===== src/sv/ahfr_pkg.sv =====
package ahfr_pkg;

  localparam int MAX_FRAME_BYTES = 256;
  localparam int COUNT_W = $clog2(MAX_FRAME_BYTES + 1);

  localparam int AMP_W = 18;
  localparam logic [AMP_W-1:0] THRESH_RESET = AMP_W'(4);

  localparam logic [15:0] CRC_INIT = 16'hFFFF;
  localparam logic [COUNT_W-1:0] BODY_START = COUNT_W'(4);
  localparam logic [COUNT_W-1:0] LEN_LONG = COUNT_W'(53);
  localparam logic [COUNT_W-1:0] LEN_SHORT = COUNT_W'(21);
  localparam logic [COUNT_W-1:0] FCS_BYTES = COUNT_W'(2);
  localparam logic [5:0] ID_LONG = 6'd5;

  typedef enum logic {
    KIND_BYTE = 1'b0,
    KIND_VERDICT = 1'b1
  } kind_t;

  typedef struct packed {
    kind_t kind;
    logic [7:0] byte_value;
    logic [7:0] byte_index;
    logic crc_ok;
    logic [5:0] message_kind;
    logic short_frame;
  } result_t;

  // Handoff from the bit layer to the byte layer
  typedef struct packed {
    logic byte_done;
    logic [7:0] byte_value;
  } unpack_t;

  // CRC-16/X.25, reflected, one byte per call
  function automatic logic [15:0] crc16_x25_byte(logic [15:0] crc, logic [7:0] b);
    logic [7:0] d;
    d = b ^ crc[7:0];
    d = d ^ {d[3:0], 4'b0000};
    return {d, crc[15:8]} ^ {12'b0, d[7:4]} ^ {5'b0, d, 3'b000};
  endfunction

endpackage


===== src/sv/ahfr_if.sv =====
interface ahfr_symbol_if;
  logic valid;
  logic ready;
  logic start_req;
  logic [ahfr_pkg::AMP_W-1:0] amplitude;
  logic fm_positive;

  modport source (output valid, start_req, amplitude, fm_positive, input ready);
  modport sink (input valid, start_req, amplitude, fm_positive, output ready);
endinterface

interface ahfr_result_if;
  logic valid;
  logic ready;
  logic kind;
  logic [7:0] byte_value;
  logic [7:0] byte_index;
  logic crc_ok;
  logic [5:0] message_kind;
  logic short_frame;

  modport source (output valid, kind, byte_value, byte_index, crc_ok, message_kind,
                  short_frame, input ready);
  modport sink (input valid, kind, byte_value, byte_index, crc_ok, message_kind,
                short_frame, output ready);
endinterface

interface ahfr_cfg_if;
  logic valid;
  logic ready;
  logic [ahfr_pkg::AMP_W-1:0] weak_threshold;

  modport source (output valid, weak_threshold, input ready);
  modport sink (input valid, weak_threshold, output ready);
endinterface


===== src/sv/ahfr_bit_unpack.sv =====
module ahfr_bit_unpack (
  input  logic clk,
  input  logic rst,
  input  logic clear,
  input  logic step,
  input  logic level,
  output ahfr_pkg::unpack_t unpack
);
  import ahfr_pkg::*;

  logic prev_level_valid, prev_level_valid_next;
  logic prev_level, prev_level_next;
  logic [2:0] ones_run, ones_run_next;
  logic [2:0] bit_position, bit_position_next;
  logic [7:0] byte_shift, byte_shift_next;

  logic eff_pvv, eff_pl;
  logic [2:0] eff_ones, eff_pos;
  logic [7:0] eff_shift, merged;
  logic bit_val;

  always_comb begin
    // a start symbol opens from a clean slate in the same cycle
    eff_pvv   = clear ? 1'b0 : prev_level_valid;
    eff_pl    = clear ? 1'b0 : prev_level;
    eff_ones  = clear ? 3'd0 : ones_run;
    eff_pos   = clear ? 3'd0 : bit_position;
    eff_shift = clear ? 8'd0 : byte_shift;

    prev_level_valid_next = eff_pvv;
    prev_level_next       = eff_pl;
    ones_run_next         = eff_ones;
    bit_position_next     = eff_pos;
    byte_shift_next       = eff_shift;
    unpack.byte_done      = 1'b0;

    bit_val = eff_pvv && (level == eff_pl);
    merged = eff_shift | (bit_val ? (8'd1 << eff_pos) : 8'd0);
    unpack.byte_value = merged;

    if (step) begin
      prev_level_next = level;
      prev_level_valid_next = 1'b1;
      if (eff_ones >= 3'd5 && !bit_val) begin
        // stuffed zero, dropped
        ones_run_next = 3'd0;
      end else begin
        if (eff_ones >= 3'd5) begin
          ones_run_next = 3'd1;
        end else begin
          ones_run_next = bit_val ? eff_ones + 3'd1 : 3'd0;
        end
        if (eff_pos != 3'd7) begin
          bit_position_next = eff_pos + 3'd1;
          byte_shift_next = merged;
        end else begin
          bit_position_next = 3'd0;
          byte_shift_next = 8'd0;
          unpack.byte_done = 1'b1;
        end
      end
    end
  end

  always_ff @(posedge clk) begin
    if (rst) begin
      prev_level_valid <= 1'b0;
      prev_level <= 1'b0;
      ones_run <= 3'd0;
      bit_position <= 3'd0;
      byte_shift <= 8'd0;
    end else begin
      prev_level_valid <= prev_level_valid_next;
      prev_level <= prev_level_next;
      ones_run <= ones_run_next;
      bit_position <= bit_position_next;
      byte_shift <= byte_shift_next;
    end
  end

  a_ones_bounded: assert property (@(posedge clk) disable iff (rst)
    ones_run <= 3'd5)
    else $error("ones run exceeded five");

  a_done_only_on_step: assert property (@(posedge clk) disable iff (rst)
    unpack.byte_done |-> step && bit_position_next == 3'd0)
    else $error("byte completed without a step");

  a_clear_restarts: assert property (@(posedge clk) disable iff (rst)
    clear && !step |=> !prev_level_valid && bit_position == 3'd0)
    else $error("clear left bit state behind");

endmodule


===== src/sv/ais_hdlc_frame_receiver_unit.sv =====
// Latency: a result is valid the cycle after the symbol transfer that causes it.
// Throughput: one symbol per cycle; a symbol is taken while the result register
// is empty or being drained, so a stalled result holds the input for that time.
// Each symbol passes once through NRZI/destuff/packing and the byte CRC update.
// Reset (rst, synchronous, active high): no frame active, result register empty,
// weak_threshold back to 4.
module ais_hdlc_frame_receiver_unit (
  input logic clk,
  input logic rst,
  ahfr_symbol_if.sink symbol,
  ahfr_result_if.source result,
  ahfr_cfg_if.sink cfg
);
  import ahfr_pkg::*;

  logic [AMP_W-1:0] weak_threshold;
  logic frame_active, frame_active_next;
  logic [COUNT_W-1:0] byte_count, byte_count_next;
  logic [15:0] crc_reg, crc_reg_next;
  logic [5:0] message_id_reg, message_id_reg_next;
  logic [7:0] fcs_low, fcs_low_next;
  logic [7:0] fcs_high, fcs_high_next;

  logic res_valid;
  result_t res, res_next;
  logic res_load;

  logic xfer, start, below_thresh, eff_active, step, verdict;
  logic [COUNT_W-1:0] eff_count, len_v, len_b;
  logic [15:0] eff_crc;
  logic [5:0] eff_id, id_new;
  logic [7:0] eff_fcs_low, eff_fcs_high;
  unpack_t unpack;

  assign cfg.ready = 1'b1;
  assign symbol.ready = !res_valid || result.ready;
  assign xfer = symbol.valid && symbol.ready;
  assign start = symbol.start_req;

  ahfr_bit_unpack u_unpack (
    .clk    (clk),
    .rst    (rst),
    .clear  (xfer && start),
    .step   (step),
    .level  (!symbol.fm_positive),
    .unpack (unpack)
  );

  always_comb begin
    eff_count    = start ? '0 : byte_count;
    eff_crc      = start ? CRC_INIT : crc_reg;
    eff_id       = start ? 6'd0 : message_id_reg;
    eff_fcs_low  = start ? 8'd0 : fcs_low;
    eff_fcs_high = start ? 8'd0 : fcs_high;

    below_thresh = symbol.amplitude < weak_threshold;
    eff_active = frame_active || start;
    step = xfer && eff_active && !below_thresh;
    verdict = xfer && eff_active && below_thresh;

    len_v = (eff_id == ID_LONG) ? LEN_LONG : LEN_SHORT;
    id_new = (eff_count == BODY_START) ? unpack.byte_value[7:2] : eff_id;
    len_b = (id_new == ID_LONG) ? LEN_LONG : LEN_SHORT;

    frame_active_next   = frame_active;
    byte_count_next     = byte_count;
    crc_reg_next        = crc_reg;
    message_id_reg_next = message_id_reg;
    fcs_low_next        = fcs_low;
    fcs_high_next       = fcs_high;
    res_load            = 1'b0;

    res_next.kind         = KIND_BYTE;
    res_next.byte_value   = unpack.byte_value;
    res_next.byte_index   = eff_count[7:0];
    res_next.crc_ok       = 1'b0;
    res_next.message_kind = id_new;
    res_next.short_frame  = 1'b0;

    if (xfer) begin
      frame_active_next   = eff_active;
      byte_count_next     = eff_count;
      crc_reg_next        = eff_crc;
      message_id_reg_next = eff_id;
      fcs_low_next        = eff_fcs_low;
      fcs_high_next       = eff_fcs_high;
    end

    if (verdict) begin
      frame_active_next = 1'b0;
      res_load = 1'b1;
      res_next.kind = KIND_VERDICT;
      res_next.byte_value = 8'd0;
      res_next.message_kind = eff_id;
      res_next.short_frame = eff_count < BODY_START + len_v + FCS_BYTES;
      res_next.crc_ok = !res_next.short_frame && (~eff_crc == {eff_fcs_high, eff_fcs_low});
    end else if (step && unpack.byte_done && eff_count < COUNT_W'(MAX_FRAME_BYTES)) begin
      res_load = 1'b1;
      byte_count_next = eff_count + COUNT_W'(1);
      message_id_reg_next = id_new;
      if (eff_count >= BODY_START && eff_count < BODY_START + len_b) begin
        crc_reg_next = crc16_x25_byte(eff_crc, unpack.byte_value);
      end else if (eff_count == BODY_START + len_b) begin
        fcs_low_next = unpack.byte_value;
      end else if (eff_count == BODY_START + len_b + COUNT_W'(1)) begin
        fcs_high_next = unpack.byte_value;
      end
    end
  end

  always_ff @(posedge clk) begin
    if (rst) begin
      weak_threshold <= THRESH_RESET;
      frame_active <= 1'b0;
      byte_count <= '0;
      crc_reg <= CRC_INIT;
      message_id_reg <= 6'd0;
      fcs_low <= 8'd0;
      fcs_high <= 8'd0;
      res_valid <= 1'b0;
    end else begin
      if (cfg.valid && cfg.ready) begin
        weak_threshold <= cfg.weak_threshold;
      end
      frame_active <= frame_active_next;
      byte_count <= byte_count_next;
      crc_reg <= crc_reg_next;
      message_id_reg <= message_id_reg_next;
      fcs_low <= fcs_low_next;
      fcs_high <= fcs_high_next;
      if (res_load) begin
        res_valid <= 1'b1;
      end else if (result.ready) begin
        res_valid <= 1'b0;
      end
    end
  end

  always_ff @(posedge clk) begin
    if (res_load) begin
      res <= res_next;
    end
  end

  assign result.valid        = res_valid;
  assign result.kind         = res.kind;
  assign result.byte_value   = res.byte_value;
  assign result.byte_index   = res.byte_index;
  assign result.crc_ok       = res.crc_ok;
  assign result.message_kind = res.message_kind;
  assign result.short_frame  = res.short_frame;

  a_count_bounded: assert property (@(posedge clk) disable iff (rst)
    byte_count <= COUNT_W'(MAX_FRAME_BYTES))
    else $error("byte count beyond frame limit");

  a_verdict_closes: assert property (@(posedge clk) disable iff (rst)
    verdict |=> !frame_active && res_valid && res.kind == KIND_VERDICT)
    else $error("verdict did not close the frame");

  a_short_not_ok: assert property (@(posedge clk) disable iff (rst)
    res_valid && res.short_frame |-> !res.crc_ok && res.kind == KIND_VERDICT)
    else $error("short frame flagged with good crc");

  a_no_overwrite: assert property (@(posedge clk) disable iff (rst)
    res_valid && !result.ready |=> res_valid && $stable(res))
    else $error("pending result lost");

endmodule


===== src/flat_wrapper.sv =====
// flat-port wrapper written by rule: the top's interface ports become plain ports
module ais_hdlc_frame_receiver_unit_flat import ahfr_pkg::*;
  (clk, rst, symbol_valid, symbol_start_req, symbol_amplitude, symbol_fm_positive, symbol_ready, result_valid, result_kind, result_byte_value, result_byte_index, result_crc_ok, result_message_kind, result_short_frame, result_ready, cfg_valid, cfg_weak_threshold, cfg_ready);
  ahfr_symbol_if symbol_i ();
  ahfr_result_if result_i ();
  ahfr_cfg_if cfg_i ();
  input logic clk;
  input logic rst;
  input wire logic [$bits(symbol_i.valid)-1:0] symbol_valid;
  input wire logic [$bits(symbol_i.start_req)-1:0] symbol_start_req;
  input wire logic [$bits(symbol_i.amplitude)-1:0] symbol_amplitude;
  input wire logic [$bits(symbol_i.fm_positive)-1:0] symbol_fm_positive;
  output wire logic [$bits(symbol_i.ready)-1:0] symbol_ready;
  output wire logic [$bits(result_i.valid)-1:0] result_valid;
  output wire logic [$bits(result_i.kind)-1:0] result_kind;
  output wire logic [$bits(result_i.byte_value)-1:0] result_byte_value;
  output wire logic [$bits(result_i.byte_index)-1:0] result_byte_index;
  output wire logic [$bits(result_i.crc_ok)-1:0] result_crc_ok;
  output wire logic [$bits(result_i.message_kind)-1:0] result_message_kind;
  output wire logic [$bits(result_i.short_frame)-1:0] result_short_frame;
  input wire logic [$bits(result_i.ready)-1:0] result_ready;
  input wire logic [$bits(cfg_i.valid)-1:0] cfg_valid;
  input wire logic [$bits(cfg_i.weak_threshold)-1:0] cfg_weak_threshold;
  output wire logic [$bits(cfg_i.ready)-1:0] cfg_ready;
  assign symbol_i.valid = symbol_valid;
  assign symbol_i.start_req = symbol_start_req;
  assign symbol_i.amplitude = symbol_amplitude;
  assign symbol_i.fm_positive = symbol_fm_positive;
  assign symbol_ready = symbol_i.ready;
  assign result_valid = result_i.valid;
  assign result_kind = result_i.kind;
  assign result_byte_value = result_i.byte_value;
  assign result_byte_index = result_i.byte_index;
  assign result_crc_ok = result_i.crc_ok;
  assign result_message_kind = result_i.message_kind;
  assign result_short_frame = result_i.short_frame;
  assign result_i.ready = result_ready;
  assign cfg_i.valid = cfg_valid;
  assign cfg_i.weak_threshold = cfg_weak_threshold;
  assign cfg_ready = cfg_i.ready;
  ais_hdlc_frame_receiver_unit u_core (.clk(clk), .rst(rst), .symbol(symbol_i), .result(result_i), .cfg(cfg_i));
endmodule

===== config.mk =====
export PLATFORM = sky130hd
export DESIGN_NAME = ais_hdlc_frame_receiver_unit_flat
export DESIGN_NICKNAME = d
export VERILOG_FILES = /design/src/sv/ahfr_pkg.sv /design/src/sv/ahfr_if.sv /design/src/sv/ahfr_bit_unpack.sv /design/src/sv/ais_hdlc_frame_receiver_unit.sv /design/src/flat_wrapper.sv
export SDC_FILE = /design/constraint.sdc
export NUM_CORES = 1
export LEC_CHECK = 0
export BUFFER_PORTS_ARGS = -buffer_cell sky130_fd_sc_hd__buf_2
export CAP_MARGIN = 20
export CORE_MARGIN = 1.5
export CORE_UTILIZATION = 60
export CTS_CLUSTER_DIAMETER = 200
export DETAILED_ROUTE_END_ITERATION = 12
export PLACE_DENSITY = 0.81
export SYNTH_ARGS = -nofsm -noshare
export SYNTH_HDL_FRONTEND = slang
export SYNTH_SLANG_ARGS = --single-unit
export TNS_END_PERCENT = 20

===== constraint.sdc =====
create_clock -name clk -period 7 [get_ports clk]
set_input_delay 1.4 -clock clk [delete_from_list [all_inputs] [get_ports clk]]
set_output_delay 1.4 -clock clk [all_outputs]
set_load 0.005 [all_outputs]

Yosys cells after proc, flatten, opt, wreduce, memory -nomap -nowiden
Cells that the tools add are included.
{"block": "word_totals", "n_memories": 0, "out_inout_bits": 28, "latchBits": 0, "mem_bits_rw": 0, "mem_bits_ro": 0, "input_bits": 43, "word_cells": 123, "reg_bits": 108}
{"block": "op_classes", "n_bitwise": 6, "mul": 0, "shifts": 1, "addsub": 7, "eq_ne": 8, "n_div": 0, "reduce_logical": 20, "order_cmp": 6, "mux": 56}
{"op": "8-bit two-way mux", "n": 18}
{"op": "16-bit two-way mux", "n": 5}
{"op": "9-bit two-way mux", "n": 5}
{"op": "6-bit two-way mux", "n": 7}
{"op": "3-bit two-way mux", "n": 9}
{"op": "3-bit by 9-bit adder with 9-bit output, first input constant", "n": 2}
{"op": "9-bit by 1-bit adder with 9-bit output, second input constant", "n": 2}
{"op": "9-bit equality test", "n": 2}
{"op": "18-bit less-than comparator", "n": 1}
{"op": "9-bit less-than comparator", "n": 2}
{"op": "16-bit equality test", "n": 1}
{"op": "16-bit inverter", "n": 1}
{"op": "16-bit by 11-bit bitwise XOR with 16-bit output", "n": 1}
{"op": "16-bit by 4-bit bitwise XOR with 16-bit output", "n": 1}
{"op": "8-bit bitwise XOR", "n": 2}
{"op": "6-bit by 3-bit equality test with 1-bit output, second input constant", "n": 2}
{"op": "1-bit logical AND", "n": 11}
{"op": "1-bit two-way mux", "n": 11}
{"op": "9-bit by 2-bit adder with 9-bit output, second input constant", "n": 1}
{"op": "9-bit by 3-bit equality test with 1-bit output, second input constant", "n": 1}
{"op": "9-bit by 3-bit >= comparator with 1-bit output, second input constant", "n": 1}
{"op": "9-bit less-than comparator, second input constant", "n": 1}
{"op": "8-bit OR", "n": 1}
{"op": "1-bit by 3-bit << shifter with 8-bit output, first input constant", "n": 1}
{"op": "9 further kinds", "n": 15}

Longest topological paths before layout
{"block": "logic_depth", "depth_word": 20, "ltp_mapped": 21, "ltp_nobuf": 16}

By module
A second synthesis with hierarchy kept.
{"block": "unflattened", "hier_cells": 649, "hier_area_um2": 5764.3}
{"mod": "ais_hdlc_frame_receiver_unit", "cells_each": 537, "instances": 1, "seq_area_each_um2": 2092.0, "area_each_um2": 4829.6}
{"mod": "ahfr_bit_unpack", "cells_each": 112, "instances": 1, "seq_area_each_um2": 320.3, "area_each_um2": 934.6}

Least setup slack after synthesis
Ideal clock, no wire load.
{"block": "synth_timing", "path_type": "input-to-reg", "start": "input symbol_start_req", "end": "register u_core.crc_reg[4]", "path_buffers": 5, "arrival_ns": 5.023, "setup_time_ns": 0.136, "required_ns": 6.864, "path_stages": 19, "setup_slack_ns": 1.842, "cell_sequence": "buf_6 > clkbuf_1 > clkbuf_1 > nor2b_1 > inv_1 > ha_1 > nand3b_1 > or4_1 > buf_6 > mux2_4 > or3_1 > ha_1 > nand2_1 > o21ai_1 > and4bb_1 > a32o_1 > buf_2 > nor3_1 > o21ai_0"}
{"block": "synth_via", "elab_cells_between_ends": 44, "classes_between": "1 x add/sub; 4 x order compare; 4 x eq/ne; 1 x shift; 18 x mux; 5 x bitwise; 11 x reduce/logical"}
{"element": "start, declared", "line_no": "flat_wrapper.sv:10", "text": "input wire logic [$bits(symbol_i.start_req)-1:0] symbol_start_req;"}
{"element": "9-bit two-way mux (*)", "line_no": "ais_hdlc_frame_receiver_unit.sv:50", "text": "eff_count = start ? '0 : byte_count;"}
{"element": "net u_core.eff_count[0]", "line_no": "ais_hdlc_frame_receiver_unit.sv:29", "text": "logic [COUNT_W-1:0] eff_count, len_v, len_b;"}
{"element": "9-bit by 3-bit equality test with 1-bit output", "line_no": "ais_hdlc_frame_receiver_unit.sv:62", "text": "id_new = (eff_count == BODY_START) ? unpack.byte_value[7:2] : eff_id;"}
{"element": "6-bit two-way mux", "line_no": "ais_hdlc_frame_receiver_unit.sv:62"}
{"element": "6-bit by 3-bit equality test with 1-bit output", "line_no": "ais_hdlc_frame_receiver_unit.sv:63", "text": "len_b = (id_new == ID_LONG) ? LEN_LONG : LEN_SHORT;"}
{"element": "6-bit two-way mux", "line_no": "ais_hdlc_frame_receiver_unit.sv:63"}
{"element": "3-bit by 9-bit adder with 9-bit output", "line_no": "ais_hdlc_frame_receiver_unit.sv:101", "text": "if (eff_count >= BODY_START && eff_count < BODY_START + len_b) begin"}
{"element": "9-bit less-than comparator", "line_no": "ais_hdlc_frame_receiver_unit.sv:101"}
{"element": "1-bit logical AND", "line_no": "ais_hdlc_frame_receiver_unit.sv:101"}
{"element": "16-bit two-way mux", "line_no": "ais_hdlc_frame_receiver_unit.sv:101"}
{"element": "16-bit two-way mux (*)", "line_no": "ais_hdlc_frame_receiver_unit.sv:97", "text": "end else if (step && unpack.byte_done && eff_count < COUNT_W'(MAX_FRAME_BYTES)) begin"}
{"element": "16-bit two-way mux (*)", "line_no": "ais_hdlc_frame_receiver_unit.sv:89", "text": "if (verdict) begin"}
{"element": "end signal, assigned", "line_no": "ais_hdlc_frame_receiver_unit.sv:127", "text": "crc_reg <= crc_reg_next;"}
{"element": "end, declared", "line_no": "ais_hdlc_frame_receiver_unit.sv:19", "text": "logic [15:0] crc_reg, crc_reg_next;"}
Mark *: on every way through the listed nets, which the timed path passes. The rest lies on a longest branch.
A chain may end at the register's enable or synchronous reset.

Worst setup path after layout
{"block": "layout_timing", "start": "input symbol_start_req", "end": "register u_core.crc_reg[9]"}
{"block": "layout_via", "elab_chain_len": 15, "elab_cells_between_ends": 44, "classes_between": "1 x add/sub; 4 x order compare; 4 x eq/ne; 1 x shift; 18 x mux; 5 x bitwise; 11 x reduce/logical"}
{"element": "1-bit logical AND", "line_no": "ais_hdlc_frame_receiver_unit.sv:43", "text": ".clear (xfer && start),"}
{"element": "1-bit two-way mux", "line_no": "ahfr_bit_unpack.sv:25", "text": "eff_pl = clear ? 1'b0 : prev_level;"}
{"element": "1-bit equality test", "line_no": "ahfr_bit_unpack.sv:37", "text": "bit_val = eff_pvv && (level == eff_pl);"}
{"element": "1-bit logical AND", "line_no": "ahfr_bit_unpack.sv:37"}
{"element": "8-bit two-way mux", "line_no": "ahfr_bit_unpack.sv:38", "text": "merged = eff_shift | (bit_val ? (8'd1 << eff_pos) : 8'd0);"}
{"element": "8-bit OR", "line_no": "ahfr_bit_unpack.sv:38"}
{"element": "6-bit two-way mux", "line_no": "ais_hdlc_frame_receiver_unit.sv:62"}
{"element": "6-bit by 3-bit equality test with 1-bit output", "line_no": "ais_hdlc_frame_receiver_unit.sv:63"}
{"element": "6-bit two-way mux", "line_no": "ais_hdlc_frame_receiver_unit.sv:63"}
{"element": "3-bit by 9-bit adder with 9-bit output", "line_no": "ais_hdlc_frame_receiver_unit.sv:101"}
{"element": "9-bit less-than comparator", "line_no": "ais_hdlc_frame_receiver_unit.sv:101"}
{"element": "1-bit logical AND", "line_no": "ais_hdlc_frame_receiver_unit.sv:101"}
{"element": "16-bit two-way mux", "line_no": "ais_hdlc_frame_receiver_unit.sv:101"}
{"element": "16-bit two-way mux", "line_no": "ais_hdlc_frame_receiver_unit.sv:97"}
{"element": "16-bit two-way mux (*)", "line_no": "ais_hdlc_frame_receiver_unit.sv:89"}
Mark *: on every way between the ends. The rest lies on a longest branch, timed or not.

==> flow_metrics.tcl <==
set metrics [dict create \
    cts_root_buf "clkbuf_8" \
    final_common_cell "dfxtp_1" \
    post-cts-setup-buffers 0 \
    seq_area_frac_synth_pct 40.3 \
    io_pins 71 \
    drive_gt1_share_pct 14.8 \
    nets 794 \
    synth_async_sr_flop_share_pct 0 \
    drt_iter0_markers 387 \
    dr.pass1.iters 5 \
    synth_seq_cells 108 \
    fin_cells 863 \
    holdBufCountCts 0 \
    hold_viol_final 0 \
    crit_chain "buf_2, buf_4, and2_1, nand2_1, nand2_1, ha_1, and3_1, o21ai_1, mux2_4, or3_1, ha_1, nor3_1, o21ai_1, and4bb_1, a32o_1, and2_1, a21oi_1" \
    htree_levels 3 \
    routed_wl_mm 14.8 \
    cts_tree "yes" \
    core-area_um2 9730 \
    critPathArrivalTime_ns 5.81 \
    numCtsBuffers 9 \
    globalRouteOverflowTotal 0 \
    wl_per_cell_um 17.1 \
    ctsResizeCount 0 \
    port_buffers 69 \
    largest_register_ffs 18 \
    ys_types 75 \
    syn-cell-area_um2 5990 \
    ys_warn_count 0 \
    outcome "finished clean" \
    drc 0 \
    die_w_um 103 \
    power.density_nw_per_um2 171 \
    ys.flop_type "dfxtp_1" \
    ant_nets 0 \
    max-slew-margin-rel_pct 34.5 \
    diodes 0 \
    clk_path_buf_depth 2 \
    worst_pin_slew_ns 0.983 \
    final_cell_mix "dfxtp_1, buf_2, nand2_1" \
    setup_viol 0 \
    hold_path.class "flip-flop to flip-flop" \
    synth_edf_count 25 \
    postLayoutCoreUtil_pct 67.0 \
    path_max_fanout 24 \
    tns_ns 0 \
    endpoint_kind "flip-flop" \
    slew_violations 0 \
    p_leak_nw 2.59 \
    die-area_um2 10600 \
    multi_input_comb_area_um2 3290 \
    max_freq_mhz 181 \
    synth_cells 677 \
    synthToLayoutAreaGrowth_pct 8.77 \
    gr-usage-all-layers_pct 29.4 \
    fin_crit_ns 5.54 \
    grt_pass1_wl_mm 24.0 \
    cp-start-kind "input port" \
    avgSynthCellArea_um2 8.85 \
    dr_total_vias 5314 \
    area.sequential_um2 2410 \
    skew_ns 0.0103 \
    clkTransAtPathRegs_ns 0.09 \
    clock_sinks 108 \
    via_per_inst 6.16 \
    clock_latency_ns 0.38 \
    n_fill_cell 838 \
    hpwlAfterDp_mm 10.7 \
    grt_pass1_vias 4902 \
    initial_utilization_pct 61.6 \
    syn-num-nets 746 \
    critical_path.max_stage_delay_ns 0.70 \
    grt_max_degree 51 \
    dp_cells 847 \
    maxCapViolations 0 \
    antenna_found_initial 0 \
    crit_type "input port to flip-flop" \
    num_rows 36 \
    ir_drop_mv 0.0956 \
    cpMaxStageDelayCell "a32o_1" \
    gp_congestion 0.955 \
    cp.required_ns 7.27 \
    finalCritPeriodShare_pct 79.1 \
    dieHeight_um 103 \
    rsz0062_at_grt "false" \
]
synth_stat cells (7+ instances only):
cell type,number,share of area [%]
dfxtp_1,83,28
nand2_1,68,4.3
nor2_1,60,3.8
a21oi_1,38,3.2
mux2i_1,37,6.2
xnor2_1,33,4.8
ha_1,26,5.4
edfxtp_1,25,13
inv_1,25,1.6
nand3_1,25,2.1
nor3_1,20,1.7
clkbuf_1,19,1.2
o21ai_0,19,1.6
nor4_1,15,1.6
a31oi_1,13,1.4
and2_1,11,1.1
and3_1,11,1.1
nand4_1,11,1.1
nor2b_1,10,1.0
o211ai_1,10,1.3
nand2b_1,9,0.94
xor2_1,8,1.2
a21o_1,7,0.88
o21ai_1,7,0.58
or3_1,7,0.73
power breakdown:
part	internal [W]	switching (W)	leakage, nW
sequential	0.000652	0.00000737	0.897
clock	0.000127	0.000202	0.0792
combinational	0.0000449	0.0000811	1.62
worst paths after layout:
check,start,to,slack (ns),cells past startpoint
setup / recovery,symbol_start_req,u_core.crc_reg[9],1.46,17
hold / removal,u_core.message_id_reg[2],u_core.message_id_reg[2],0.48,2
setup reg to reg,u_core.u_unpack.prev_level,u_core.crc_reg[9],2.41,13
hold reg to reg,u_core.message_id_reg[2],u_core.message_id_reg[2],0.48,2
through the flow:
stage	power, W	setup WS (ns)	instance area, µm²	hold WS [ns]
5_1_grt	0.00116	1.14	6520	0.493
4_1_cts	0.00112	1.55	6520	0.478
6_report	0.00111	1.46	6520	0.481
3_3_place_gp	0.000792	1.34	6360	0.455
3_5_place_dp	0.000798	1.13	6360	0.464
2_1_floorplan	0.000755	1.84	5990	0.447
critical path: cells and delay by family:
kind | cells | cell delay, ns
adder cells (fa/ha/maj) | 2 | 0.38
buffers and inverters | 2 | 0.63
AND/OR/NAND/NOR | 8 | 1.95
AO/OA/AOI/OAI | 4 | 1.12
multiplexers | 1 | 0.32
cell type report:
class / count / area share [%]
flip-flops and latches: 108 / 37.0
multi-input cells: 503 / 50.5
clock buffers: 12 / 2.07
well taps: 133 / 2.55
inverters: 28 / 1.61
clock inverters: 4 / 0.269
repair buffers: 75 / 5.99
cells by family after synthesis:
group	share of synthesized area, %
other cells	0.0626
fa+ha+maj	5.43
mux	6.81
compound gates	13.7
buf+inv	4.82
flops	40.3
xor+xnor	5.99
simple gates	22.9
per-layer routing:
metal  GRT usage, %  part of all wire (%)  vias up
li1               -                     -     2505
met1           39.1                    43     2465
met2           45.5                    45      299
met3           6.31                   8.9       45
met4           14.2                   3.1        0
met5              0                     0        -
Note: power is estimated with default switching activity, not from simulation.
